`src/design/mptt_pkg.sv`:
```
`timescale 1ns / 1ps

package mptt_pkg;

	// frame layout
	localparam int SYNC_BYTES      = 6;
	localparam int ADDRESS_REPEATS = 16;
	localparam int MAC_LEN         = 6;
	localparam int FRAME_LEN       = SYNC_BYTES + MAC_LEN * ADDRESS_REPEATS;

	typedef logic [6:0] pos_t;
	typedef logic [2:0] mac_idx_t;
	typedef logic [3:0] run_t;
	typedef logic [1:0] cfg_idx_t;

	localparam pos_t     POS_MAX      = 7'd127;
	localparam pos_t     POS_SYNC_END = pos_t'(SYNC_BYTES);
	localparam pos_t     POS_FRAME    = pos_t'(FRAME_LEN);
	localparam pos_t     POS_LAST     = pos_t'(FRAME_LEN - 1);
	localparam mac_idx_t MAC_IDX_LAST = mac_idx_t'(MAC_LEN - 1);
	localparam run_t     RUN_MAX      = 4'd15;
	localparam logic [7:0] SYNC_CODE  = 8'hFF;

	// register reset values
	localparam logic [47:0] TARGET_MAC_RESET = 48'd0;
	localparam logic [7:0]  WINDOW_RESET     = 8'd3;
	localparam run_t        TRIGGER_RESET    = 4'd3;

	// register indexes
	localparam cfg_idx_t CFG_TARGET_MAC = 2'd0;
	localparam cfg_idx_t CFG_WINDOW     = 2'd1;
	localparam cfg_idx_t CFG_TRIGGER    = 2'd2;

endpackage

```
`src/design/magic_packet_triple_trigger.sv`:
```
`timescale 1ns / 1ps
// result: registered when its end-of-packet byte leaves the input register
// throughput: one byte per cycle unless a final byte waits for a stalled result slot;
//   the rate is set by the single compare and position update per byte
// reset (arst_n low, asynchronous): registers return to their defaults, run count,
//   position and last valid time clear, no result pending

module magic_packet_triple_trigger (
	input  logic        clk,
	input  logic        arst_n,
	// byte input
	input  logic        in_valid,
	output logic        in_stall,
	input  logic [7:0]  data_byte,
	input  logic        end_of_packet,
	input  logic [31:0] now_seconds,
	// result output
	output logic        out_valid,
	input  logic        out_stall,
	output logic        packet_ok,
	output logic [3:0]  run_count,
	output logic        shutdown_request,
	// register writes
	input  logic        cfg_valid,
	output logic        cfg_ready,
	input  logic [1:0]  cfg_index,
	input  logic [47:0] cfg_data
);

	// configuration registers
	logic [47:0]       target_mac_q;
	logic [7:0]        window_q;
	mptt_pkg::run_t    trigger_q;

	// input register
	logic              valid_s1;
	logic [7:0]        byte_s1;
	logic              eop_s1;
	logic [31:0]       now_s1;

	// packet state
	mptt_pkg::pos_t     pos_q;
	mptt_pkg::mac_idx_t mac_idx_q;
	logic               still_q;
	mptt_pkg::run_t     run_q;
	logic [31:0]        last_time_q;

	// result register
	logic              out_valid_q;
	logic              ok_q;
	mptt_pkg::run_t    count_q;
	logic              fire_q;

	logic              in_xfer;
	logic              out_free;
	logic              adv;
	logic [7:0]        exp_byte;
	logic              byte_ok;
	logic              ok_next;
	logic [31:0]       gap;
	logic              in_window;
	mptt_pkg::run_t    run_next;
	logic              fire_next;

	assign cfg_ready = 1'b1;

	// configuration write
	always_ff @(posedge clk or negedge arst_n) begin
		if (!arst_n) begin
			target_mac_q <= mptt_pkg::TARGET_MAC_RESET;
			window_q     <= mptt_pkg::WINDOW_RESET;
			trigger_q    <= mptt_pkg::TRIGGER_RESET;
		end else if (cfg_valid && cfg_ready) begin
			case (cfg_index)
				mptt_pkg::CFG_TARGET_MAC: target_mac_q <= cfg_data;
				mptt_pkg::CFG_WINDOW:     window_q     <= cfg_data[7:0];
				mptt_pkg::CFG_TRIGGER:    trigger_q    <= cfg_data[3:0];
				default: ;
			endcase
		end
	end

	// handshake: non-final bytes always move on, final bytes need a free result slot
	assign out_free = !out_valid_q || !out_stall;
	assign adv      = valid_s1 && (!eop_s1 || out_free);
	assign in_stall = valid_s1 && !adv;
	assign in_xfer  = in_valid && !in_stall;

	// input register
	always_ff @(posedge clk or negedge arst_n) begin
		if (!arst_n) begin
			valid_s1 <= 1'b0;
		end else if (in_xfer) begin
			valid_s1 <= 1'b1;
		end else if (adv) begin
			valid_s1 <= 1'b0;
		end
	end

	always_ff @(posedge clk) begin
		if (in_xfer) begin
			byte_s1 <= data_byte;
			eop_s1  <= end_of_packet;
			now_s1  <= now_seconds;
		end
	end

	// expected address byte, first wire byte in the top bits
	always_comb begin
		case (mac_idx_q)
			3'd0:    exp_byte = target_mac_q[47:40];
			3'd1:    exp_byte = target_mac_q[39:32];
			3'd2:    exp_byte = target_mac_q[31:24];
			3'd3:    exp_byte = target_mac_q[23:16];
			3'd4:    exp_byte = target_mac_q[15:8];
			3'd5:    exp_byte = target_mac_q[7:0];
			default: exp_byte = target_mac_q[7:0];
		endcase
	end

	// byte check against sync run, address repeats, or overlong
	always_comb begin
		if (pos_q < mptt_pkg::POS_SYNC_END) begin
			byte_ok = (byte_s1 == mptt_pkg::SYNC_CODE);
		end else if (pos_q >= mptt_pkg::POS_FRAME) begin
			byte_ok = 1'b0;
		end else begin
			byte_ok = (byte_s1 == exp_byte);
		end
	end

	assign ok_next   = still_q && byte_ok && (pos_q == mptt_pkg::POS_LAST);
	assign gap       = now_s1 - last_time_q;
	assign in_window = (gap <= {24'd0, window_q});

	// run update for a finished packet
	always_comb begin
		run_next  = run_q;
		fire_next = 1'b0;
		if (!ok_next) begin
			run_next = 4'd0;
		end else if (!in_window) begin
			run_next  = 4'd1;
			fire_next = (trigger_q == 4'd1);
		end else if (run_q < mptt_pkg::RUN_MAX) begin
			run_next  = run_q + 4'd1;
			fire_next = ((run_q + 4'd1) == trigger_q);
		end
	end

	// packet state
	always_ff @(posedge clk or negedge arst_n) begin
		if (!arst_n) begin
			pos_q       <= '0;
			mac_idx_q   <= '0;
			still_q     <= 1'b1;
			run_q       <= '0;
			last_time_q <= '0;
		end else if (adv) begin
			if (eop_s1) begin
				pos_q     <= '0;
				mac_idx_q <= '0;
				still_q   <= 1'b1;
				run_q     <= run_next;
				if (ok_next) begin
					last_time_q <= now_s1;
				end
			end else begin
				if (pos_q < mptt_pkg::POS_MAX) begin
					pos_q <= pos_q + 7'd1;
				end
				if (pos_q >= mptt_pkg::POS_SYNC_END) begin
					mac_idx_q <= (mac_idx_q == mptt_pkg::MAC_IDX_LAST) ? 3'd0
						: mac_idx_q + 3'd1;
				end
				still_q <= still_q && byte_ok;
			end
		end
	end

	// result register
	always_ff @(posedge clk or negedge arst_n) begin
		if (!arst_n) begin
			out_valid_q <= 1'b0;
		end else if (adv && eop_s1) begin
			out_valid_q <= 1'b1;
		end else if (!out_stall) begin
			out_valid_q <= 1'b0;
		end
	end

	always_ff @(posedge clk) begin
		if (adv && eop_s1) begin
			ok_q    <= ok_next;
			count_q <= run_next;
			fire_q  <= fire_next;
		end
	end

	assign out_valid        = out_valid_q;
	assign packet_ok        = ok_q;
	assign run_count        = count_q;
	assign shutdown_request = fire_q;

	// a shutdown request only comes with a valid packet
	a_fire_needs_ok: assert property (@(posedge clk) disable iff (!arst_n)
		out_valid_q |-> (!fire_q || ok_q))
		else $error("shutdown request on an invalid packet");

	// valid packet leaves a nonzero run, invalid one clears it
	a_count_matches_ok: assert property (@(posedge clk) disable iff (!arst_n)
		out_valid_q |-> (ok_q == (count_q != 4'd0)))
		else $error("run count disagrees with packet status");

	// packet state restarts after a final byte
	a_restart: assert property (@(posedge clk) disable iff (!arst_n)
		(adv && eop_s1) |=> (pos_q == 7'd0 && still_q && mac_idx_q == 3'd0))
		else $error("packet state not restarted after final byte");

	// a final byte never overwrites the result while the result slot is stalled
	a_no_overwrite: assert property (@(posedge clk) disable iff (!arst_n)
		(out_valid_q && out_stall) |-> !(adv && eop_s1))
		else $error("result overwritten while stalled");

endmodule

```
`config.mk`:
```
export PLATFORM = sky130hd
export DESIGN_NAME = magic_packet_triple_trigger
export DESIGN_NICKNAME = d
export VERILOG_FILES = /design/src/design/mptt_pkg.sv /design/src/design/magic_packet_triple_trigger.sv
export SDC_FILE = /design/constraint.sdc
export NUM_CORES = 1
export LEC_CHECK = 0
export ABC_CLOCK_PERIOD_IN_PS = 7300
export CORE_MARGIN = 4
export CORE_UTILIZATION = 40
export CTS_CLUSTER_SIZE = 14
export DETAILED_ROUTE_END_ITERATION = 8
export DONT_BUFFER_PORTS = 1
export GPL_TIMING_DRIVEN = 0
export PLACE_DENSITY = 0.52
export SLEW_MARGIN = 5
export SYNTH_ARGS = -nofsm -noshare
export SYNTH_HDL_FRONTEND = slang
export SYNTH_SLANG_ARGS = --single-unit
```
`constraint.sdc`:
```
create_clock -name clk -period 7.3 [get_ports clk]
set_input_delay 0.365 -clock clk [delete_from_list [all_inputs] [get_ports clk]]
set_output_delay 0.365 -clock clk [all_outputs]
set_load 0.1 [all_outputs]
```
* Word level (Yosys, flattened, before mapping)
Index checks and enable logic that the tools add are counted.
** Storage, ports and cells
- Logic and storage cells :: 82
- Output and inout port bits :: 9
- Flip-flop bits (word level) :: 156
** Operators by class
- Reduce and logical (&&, ||, !) cells :: 25
- $add $sub $neg :: 4
- $lt $le $gt $ge :: 6
- Multiplexer cells :: 18
- Equal/unequal tests :: 13
** Operator list (count)
- $pmux W8 S5 :: 1
- $le A32 B8 Y1 :: 1
- $sub A32 B32 Y32 :: 1
- $mux W7 :: 2
- $mux W4 :: 3
- $reduce_and A2 Y1 :: 6
- $mux W1 :: 9
- $mux W3 :: 3
- $eq A8 B8 Y1 :: 1
- $eq A8 B8 Y1 const B :: 1
- $add A7 B1 Y7 const B :: 1
- $eq A7 B7 Y1 const B :: 1
- $ge A7 B3 Y1 const B :: 1
- $ge A7 B7 Y1 const B :: 1
- $lt A7 B3 Y1 const B :: 1
- $lt A7 B7 Y1 const B :: 1
- $eq A3 B2 Y1 const B :: 2
- $eq A3 B3 Y1 const B :: 2
- $logic_and A1 B1 Y1 :: 6
- $reduce_bool A2 Y1 :: 3
- $logic_not A1 Y1 :: 5
- $add A4 B1 Y4 const B :: 1
- $eq A4 B1 Y1 const B :: 1
- $eq A4 B4 Y1 :: 1
- 10 further kinds :: 11

* Longest topological paths before layout
Gate-level depths: netlist (run 1).
- Depth after elaboration :: 9
- Gate-level depth with buffers :: 18

* Worst setup path before layout (run 1)
No wires, ideal clock.
- Path kind :: register to register
- Start :: register now_s1[3]
- End :: register fire_q (netlist: shutdown_request), data pin
- Path buffers :: 0
- Slack :: 3.731 ns
- Data required time :: 7.044 ns
- Arrival time :: 3.313 ns
- Stages on the path, launching flop included :: 17
- Cells stage by stage :: edfxtp_1 > ha_1 > o211ai_1 > a21oi_1 > o21ai_0 > xnor2_1 > ha_1 > a21oi_1 > o21ai_0 > o22ai_1 > nand4_1 > nor4_1 > and4_1 > nand4_2 > nor4b_4 > mux2i_1 > nor2b_1
** On the way
- Longest elaborated chain between the ends :: 3
** RTL lines
- from (decl) :: line magic_packet_triple_trigger.sv:39 : logic [31:0] now_s1;
- from (signal assigned) :: line magic_packet_triple_trigger.sv:104 : now_s1 <= now_seconds;
- $sub A32 B32 Y32 :: line magic_packet_triple_trigger.sv:133 : assign gap = now_s1 - last_time_q;
- $le A32 B8 Y1 :: line magic_packet_triple_trigger.sv:134 : assign in_window = (gap <= {24'd0, window_q});
- $mux W1 :: line magic_packet_triple_trigger.sv:142 : end else if (!in_window) begin
- to (signal assigned) :: line magic_packet_triple_trigger.sv:196 : fire_q <= fire_next;
- to (decl) :: line magic_packet_triple_trigger.sv:52 : logic fire_q;
Every way passes these cells.
A chain may end at the register's enable or synchronous reset.

* Worst setup path in the final report (run 1)
- Start :: register mac_idx_q[2]
- End :: register last_time_q[22]
** On the way
- Longest elaborated chain between the ends :: 8
- Elaborated cells on any way between the ends :: 12
- Those cells by class :: 5 x eq/ne; 3 x mux; 4 x reduce/logical
** RTL lines
- from (decl) :: line magic_packet_triple_trigger.sv:43 : mptt_pkg::mac_idx_t mac_idx_q;
- from (signal assigned) :: line magic_packet_triple_trigger.sv:173 : mac_idx_q <= (mac_idx_q == mptt_pkg::MAC_IDX_LAST) ? 3'd0
- $eq A3 B3 Y1, or another cell as far along :: line magic_packet_triple_trigger.sv:110 : case (mac_idx_q)
- $pmux W8 S5 * :: line magic_packet_triple_trigger.sv:110
- $eq A8 B8 Y1 * :: line magic_packet_triple_trigger.sv:128 : byte_ok = (byte_s1 == exp_byte);
- $mux W1 * :: line magic_packet_triple_trigger.sv:125 : end else if (pos_q >= mptt_pkg::POS_FRAME) begin
- $mux W1 * :: line magic_packet_triple_trigger.sv:123 : if (pos_q < mptt_pkg::POS_SYNC_END) begin
- $logic_and A1 B1 Y1 * (2 in a row) :: line magic_packet_triple_trigger.sv:132 : assign ok_next = still_q && byte_ok && (pos_q == mptt_pkg::POS_LAST);
- $reduce_and A3 Y1 (no line) *
- to (signal assigned) :: line magic_packet_triple_trigger.sv:166 : last_time_q <= now_s1;
- to (decl) :: line magic_packet_triple_trigger.sv:46 : logic [31:0] last_time_q;
Mark *: on every way between the ends. The rest lies on a longest branch, timed or not.

==> impl_metrics.toml, run 1 <==
[outcome]
status = "finished clean"

[sta]
max_freq_mhz = 229
finalMaxSlewViolations = 0
worst_slew_pin_slew_ns = 0.961
rsz0062_at_grt = "false"
min_period_over_period_pct = 59.7
relSlewSlack_pct = 35.9
period_needed_ns = 4.36
finalHoldViolCount = 0
fin_skew_ns = 0.0121
fin_setup_tns_ns = 0
finalSetupViolCount = 0

[placement]
hpwl_um = 16000
port_buffers = 0
dp.cells = 1138
place.gp.congestion = 0.830

[route]
drt-initial-drc-count = 410
drtPass1Iterations = 5
via_count = 6459
drt_wl_total_um = 21300
vias_per_cell = 5.42
ant_nets = 0
drc = 0
wl_per_cell_um = 17.9

[final_layout]
area_delta_synth_final_pct = 14.0
instances_no_fill = 1192
antenna_cells = 0
drive_above_1_share_pct = 14.9
finalNetCount = 1040

[die]
num_rows = 54
io_pins = 105
core_um2 = 21800
die_y_um = 157
initial_core_util_pct = 40.6
fp.dieW_um = 157
dieArea_um2 = 24600

[logic_synthesis]
avgSynthCellArea_um2 = 10.3
netlist_area_um2 = 8870
ys.flop_type = "dfrtp_1"
ys_ff_latch = 156
ys_async_sr_fraction_pct = 69.9
yosysSeqAreaShare_pct = 46.7
syn_nets = 998
synth_cells = 857
synth_edf_count = 47
ys_types = 73
ys_warn_count = 0

[critical_path]
path_max_fanout = 10
crit_chain = "clkbuf_1 > inv_1 > ha_1 > clkbuf_1 > o21bai_1 > nor4_1 > a32oi_1 > mux2_2 > nor3_1 > nand2_1 > nor2_1 > clkbuf_1 > nand2_1 > o21ai_0"
cp.depth = 14
worst_setup_path_end_kind = "flip-flop"
path_buf_inv = 4
crit_arrival_ns = 4.70
critPathRequiredTime_ns = 7.64
critPathTopFamily = "simple AND/OR/NAND/NOR gates"
crit_top_cell = "clkbuf_1"
reg2reg_depth = 14
cp_slowest_cell = "nor2_1"
crit_path_start_kind = "flip-flop"
path_class = "reg -> reg"
slowest_delay_ns = 0.77

[global_routing]
grt_max_degree = 110
grtUsageTotal_pct = 17.6
grt-ovfl-total = 0
grt_pass1_vias = 6447
grt_pass1_wl_um = 34000
antenna_found_initial = 1

[clock_tree]
clock_sinks = 156
clock_latency_ns = 0.44
htree_levels = 4
cts_hold_buffers = 2
postCtsSetupBuffers = 0
cts_root_buffer = "clkbuf_16"
clkTransAtPathRegs_ns = 0.08
numCtsBuffers = 17
cts_buffer_depth = 2
cts_resized = 0
cts_tree = "built"

[power]
power.leakage_nw = 4.25
ir_drop_v = 0.000112
powerDensity_nw_per_um2 = 228

[worst_hold_path]
hp-class = "in -> reg"
holdPathStages = 0

[flow_run]
drv_cap = 0
[per-stage QoR]
step	power, mW	setup WS [ns]	area [um^2]	hold slack (ns)	util (%)
after detailed placement	1.39	2.96	9250	0.0788	42.4
after global routing	2.42	2.46	10100	0.000538	46.3
after floorplan	1.31	3.73	8870	0.0694	-
final	2.31	2.94	10100	0.0210	46.3
after global placement	1.39	2.98	9220	0.0786	42.2
after CTS	2.33	2.92	9900	0.000123	45.4
[worst register-to-register path, stage by stage, from the launching register on]
cell and delay [ns]:
dfrtp_1 0.32, clkbuf_1 0.30, inv_1 0.20, ha_1 0.23
clkbuf_1 0.22, o21bai_1 0.30, nor4_1 0.45, a32oi_1 0.09
mux2_2 0.28, nor3_1 0.30, nand2_1 0.19, nor2_1 0.77
clkbuf_1 0.43, nand2_1 0.09, o21ai_0 0.10
[kinds of logic after synthesis]
logic type,Yosys count,synth area share [%]
fa+ha+maj,45,6.43
buf+inv,97,4.56
xor+xnor,36,3.56
compound gates,218,15.6
simple gates,227,13.4
flops,156,46.7
mux,77,9.65
other cells,1,0.0423
[synth_stat cells, types with 7 or more instances]
| library cell | instances | area, um^2 |
|---|---|---|
| a21o_1 | 13 | 97.6 |
| a21oi_1 | 57 | 285 |
| a32oi_1 | 8 | 70.1 |
| buf_2 | 10 | 50.1 |
| clkbuf_1 | 26 | 97.6 |
| dfrtp_1 | 104 | 2600 |
| edfxtp_1 | 47 | 1410 |
| ha_1 | 44 | 551 |
| inv_1 | 56 | 210 |
| mux2_2 | 68 | 766 |
| mux2i_1 | 9 | 90.1 |
| nand2_1 | 79 | 297 |
| nand2b_1 | 9 | 56.3 |
| nand3_1 | 13 | 65.1 |
| nand4_1 | 16 | 100 |
| nor2_1 | 41 | 154 |
| nor3_1 | 14 | 70.1 |
| o211ai_1 | 11 | 82.6 |
| o21a_1 | 16 | 120 |
| o21ai_0 | 67 | 335 |
| o22ai_1 | 7 | 43.8 |
| or3_1 | 7 | 43.8 |
| xnor2_1 | 23 | 201 |
| xor2_1 | 13 | 114 |
[cells in the final DEF, fill, tap and decap left out, drive strengths merged, types with 11 or more instances in the layout]
cell type    instances
inv                 61
mux2                68
nor3                14
nand2               80
o211ai              11
nor2                41
nand3               13
dlygate4sd3         21
ha                  44
a21o                13
clkbuf              44
a21oi               57
buf                 16
edfxtp              47
dfrtp              104
xnor2               23
xor2                13
o21a                16
nand4               17
o21ai               68
[sequential cells by signal (all words and copies together), names as in the netlist]
register and flops:
byte_s1 8, packet_ok 1, trigger_q 4, target_mac_q 48
now_s1 32, valid_s1 1, eop_s1 1, run_q 4
last_time_q 32, mac_idx_q 3, out_valid 1, still_q 1
window_q 8, shutdown_request 1, pos_q 7, run_count 4
[final cells by class]
type / count / area, um^2
tap: 280 / 350
timing repair buffer: 23 / 265
buffer: 41 / 194
clock buffer: 17 / 425
sequential: 156 / 4150
clock inverter: 15 / 195
multi-input combinational: 604 / 4320
fill: 2042 / 11700
inverter: 56 / 210
[power breakdown]
part	internal [mW]	total, mW	switching, mW
clock	0.467	0.912	0.445
combinational	0.160	0.338	0.178
sequential	0.993	1.06	0.0639
[metal layers]
metal / wire, um / GRT usage [%]
met1: 9560 / 22.0
met2: 10800 / 31.4
met3: 737 / 3.60
met4: 253 / 3.88
met5: 13 / 0
[final timing paths]
check	to	slack, ns	startpoint
worst min-delay path	byte_s1[4]$_DFFE_PP_	0.02	data_byte[4]
worst max register to register	last_time_q[22]$_DFFE_PN0P_	2.94	mac_idx_q[2]$_DFFE_PN0P_
min in group asynchronous	target_mac_q[39]$_DFFE_PN0P_	0.51	arst_n
max in group asynchronous	last_time_q[20]$_DFFE_PN0P_	6.26	arst_n
worst min register to register	still_q$_DFFE_PN1P_	0.49	still_q$_DFFE_PN1P_
worst max-delay path	last_time_q[22]$_DFFE_PN0P_	2.94	mac_idx_q[2]$_DFFE_PN0P_
Power figures use the tool's default switching activity.
==> inputs of run 2 (changes only) <==
- ABC_AREA: default -> 1
- ABC_CLOCK_PERIOD_IN_PS: 7300 -> 4200
- clock period: 7.3 -> 4.2 ns (I/O delays scaled with it)
==> impl_metrics.toml, run 2 <==
[outcome]
status = "finished, violations left"
violations = "hold timing"

[global_routing]
grt_max_degree = 110
grtUsageTotal_pct = 20.0
grt-ovfl-total = 0
grt_pass1_vias = 8602
antenna_found_initial = 2
grt_pass1_wl_um = 42700

[sta]
period_needed_ns = 3.60
finalMaxSlewViolations = 0
finalSetupViolCount = 0
finalHoldViolCount = 1
whs_ns = -0.00157
min_period_over_period_pct = 85.7
rsz0062_at_grt = "false"
fin_skew_ns = 0.0214
fin_setup_tns_ns = 0
worst_slew_pin_slew_ns = 0.955
relSlewSlack_pct = 36.3
max_freq_mhz = 278

[die]
core_um2 = 23800
num_rows = 56
initial_core_util_pct = 41.1
die_y_um = 164
fp.dieW_um = 164
dieArea_um2 = 27000
io_pins = 105

[clock_tree]
numCtsBuffers = 17
clkTransAtPathRegs_ns = 0.08
cts_resized = 0
cts_tree = "built"
clock_latency_ns = 0.45
cts_buffer_depth = 2
clock_sinks = 156
htree_levels = 4
cts_root_buffer = "clkbuf_16"
postCtsSetupBuffers = 0

[logic_synthesis]
synth_top_family_by_area = "simple AND/OR/NAND/NOR gates"
yosysSeqAreaShare_pct = 42.4
synth_cells = 1337
synth_xor_area_share_pct = 1.61
netlist_area_um2 = 9770
yosys.area_share.simple_pct = 31.2
synth_top_area_share_pct = 26.6
synth_edf_count = 47
avgSynthCellArea_um2 = 7.31
synth_fa_ha_area_share_pct = 5.84
synthMuxAreaShare_pct = 3.33
ys_async_sr_fraction_pct = 69.9
ys_types = 44
ys.flop_type = "dfrtp_1"
synth_top_cell_by_area = "dfrtp_1"
synth_commonest_cells = "nand2_1, inv_1, dfrtp_1"
ys_ff_latch = 156
synth_most_common_cell = "nand2_1"
synth.area.top_cells = "dfrtp_1, nand2_1, edfxtp_1, inv_1, ha_1"
synth_compound_area_share_pct = 4.85
ys_warn_count = 0
syn_nets = 1478

[power]
power.leakage_nw = 6.10
powerDensity_nw_per_um2 = 372
p_total_mw = 4.37
ir_drop_v = 0.000223

[worst_hold_path]
hold_start = "cfg_data[5]"
hold_end = "window_q[5]$_DFFE_PN0P_"
holdPathStages = 2
hp-class = "in -> reg"

[route]
drc = 0
drtPass1Iterations = 5
drt_wl_total_um = 25600
ant_nets = 0
vias_per_cell = 4.72
drt-initial-drc-count = 488
via_count = 8401
wl_per_cell_um = 14.4

[final_layout]
largest_register_ffs = 48
drive_above_1_share_pct = 6.45
nFillCells = 2387
layout_commonest_cell = "nand2_1"
final_cell_mix = "nand2_1, inv_1, dfrtp_1"
post-route-util_pct = 49.4
finalNetCount = 1586
largestRegisters = "target_mac_q: 48 flops, last_time_q: 32 flops, now_s1: 32 flops"
regMostFlops = "target_mac_q"
area_delta_synth_final_pct = 20.2

[critical_path]
worst_setup_path_end_kind = "flip-flop"
rr_startpoint = "now_s1[0]$_DFFE_PP_"
crit_top_cell = "nand3_1"
critPathRequiredTime_ns = 4.39
reg2reg_slack_ns = 0.60
crit_arrival_ns = 3.79
path_max_fanout = 5
path_class = "reg -> reg"
worstReg2RegEnd = "run_count[0]$_DFFE_PP_"
cp_slowest_cell = "fa_1"
crit_path_start_kind = "flip-flop"
slowest_delay_ns = 0.41
crit_chain = "inv_1 > ha_1 > fa_1 > inv_1 > nand2_1 > nand3_1 > xor2_1 > ha_1 > nand2_1 > nor2_1 > nor3_1 > nand2_1 > a21oi_1 > nand3_1 > nor2_1 > nand3_1 > nor3_2 > nand3_1 > o21ai_0 > inv_1"
reg2reg_depth = 20

[placement]
place.gp.congestion = 0.878
port_buffers = 0
hpwl_um = 19800

[flow_run]
drv_cap = 0
run 2: cell count changes in the layout (fill, tap and decap cells not counted), moves of 10 or more:
cell and change:
o21ai_0 -24, o21a_1 -16, nor2_1 +60, a21o_1 -13, clkbuf_1 -18, nand3_1 +77, inv_1 +189, nand2_1 +389
mux2_2 -40, dlygate4sd3_1 +66, a21oi_1 -22, buf_2 -10, xnor2_1 -17, o211ai_1 -10
run 2: how the worst max path moves through the flow:
stage                     startpoint                      to  slack (ns)  cells after the start
6_report         now_s1[0]$_DFFE_PP_  run_count[0]$_DFFE_PP_        0.60                     20
5_1_grt          now_s1[3]$_DFFE_PP_  run_count[0]$_DFFE_PP_        0.25                     19
4_1_cts          now_s1[0]$_DFFE_PP_  run_count[0]$_DFFE_PP_        0.56                     20
3_5_place_dp     now_s1[0]$_DFFE_PP_  run_count[0]$_DFFE_PP_        0.61                     20
3_3_place_gp   out_valid$_DFFE_PN0P_     now_s1[9]$_DFFE_PP_       -0.89                      3
2_1_floorplan  out_valid$_DFFE_PN0P_    byte_s1[0]$_DFFE_PP_        0.45                      3
run 2: critical path: cells and delay by family, from the launching register on:
kind	cells	cell delay (ns)
fa+ha+maj	3	0.90
xor+xnor	1	0.23
simple gates	11	1.29
compound gates	2	0.37
flops	1	0.33
buf+inv	3	0.24
run 2: cell families (layout without fill, tap and decap cells):
family                   count (synthesis)  in the layout
flip-flops                             156            156
buffers and inverters                  269            390
multiplexers                            29             29
XOR/XNOR                                18             18
AO/OA/AOI/OAI                           90             90
other                                    1              4
adder cells (fa/ha/maj)                 45             45
AND/OR/NAND/NOR                        729            729
run 2: power by group:
| part | leakage [nW] | switching (mW) | total [mW] | internal, mW |
|---|---|---|---|---|
| registers | 1.83 | 0.122 | 1.85 | 1.73 |
| clock network | 0.303 | 0.799 | 1.62 | 0.825 |
| logic | 3.97 | 0.553 | 0.902 | 0.349 |
| total | 6.10 | 1.47 | 4.37 | 2.90 |
run 2: layer usage:
layer / GRT usage, % / up-vias / wire, um
met3: 4.14 / 36 / 1110
met5: 0 / - / 0
met2: 35.3 / 150 / 12400
li1: - / 4393 / -
met1: 24.7 / 3822 / 11600
met4: 5.64 / 0 / 548
run 2: cell type report:
| cell class | count | area, um^2 | share of cell area (%) |
|---|---|---|---|
| Timing Repair Buffer | 89 | 926 | 7.88 |
| Buffer | 19 | 109 | 0.927 |
| Clock inverter | 15 | 209 | 1.78 |
| Antenna cell | 3 | 7.51 | 0.0639 |
| Sequential cell | 156 | 4150 | 35.3 |
| Tap cell | 319 | 399 | 3.40 |
| Clock buffer | 17 | 425 | 3.62 |
| Inverter | 250 | 938 | 7.99 |
| Multi-Input combinational cell | 912 | 4580 | 39.0 |
run 2: metrics by stage:
| step | cell area, um^2 | hold slack [ns] | cells | setup WS (ns) |
|---|---|---|---|---|
| finish | 11700 | -0.00157 | 1780 | 0.599 |
| global route | 11700 | 0.00960 | 1779 | 0.249 |
| CTS | 11700 | 0.000867 | 1777 | 0.561 |
| detailed placement | 10200 | -0.0773 | 1657 | 0.607 |
| global placement | 10200 | -0.0774 | 1656 | -0.893 |
| floorplan | 9770 | -0.0856 | 1337 | 0.453 |
run 2: repair_timing:
item	4_1_cts	5_1_grt
endpoints found under the setup margin	0	0
hold endpoints to repair	198	0
hold buffers	88	0
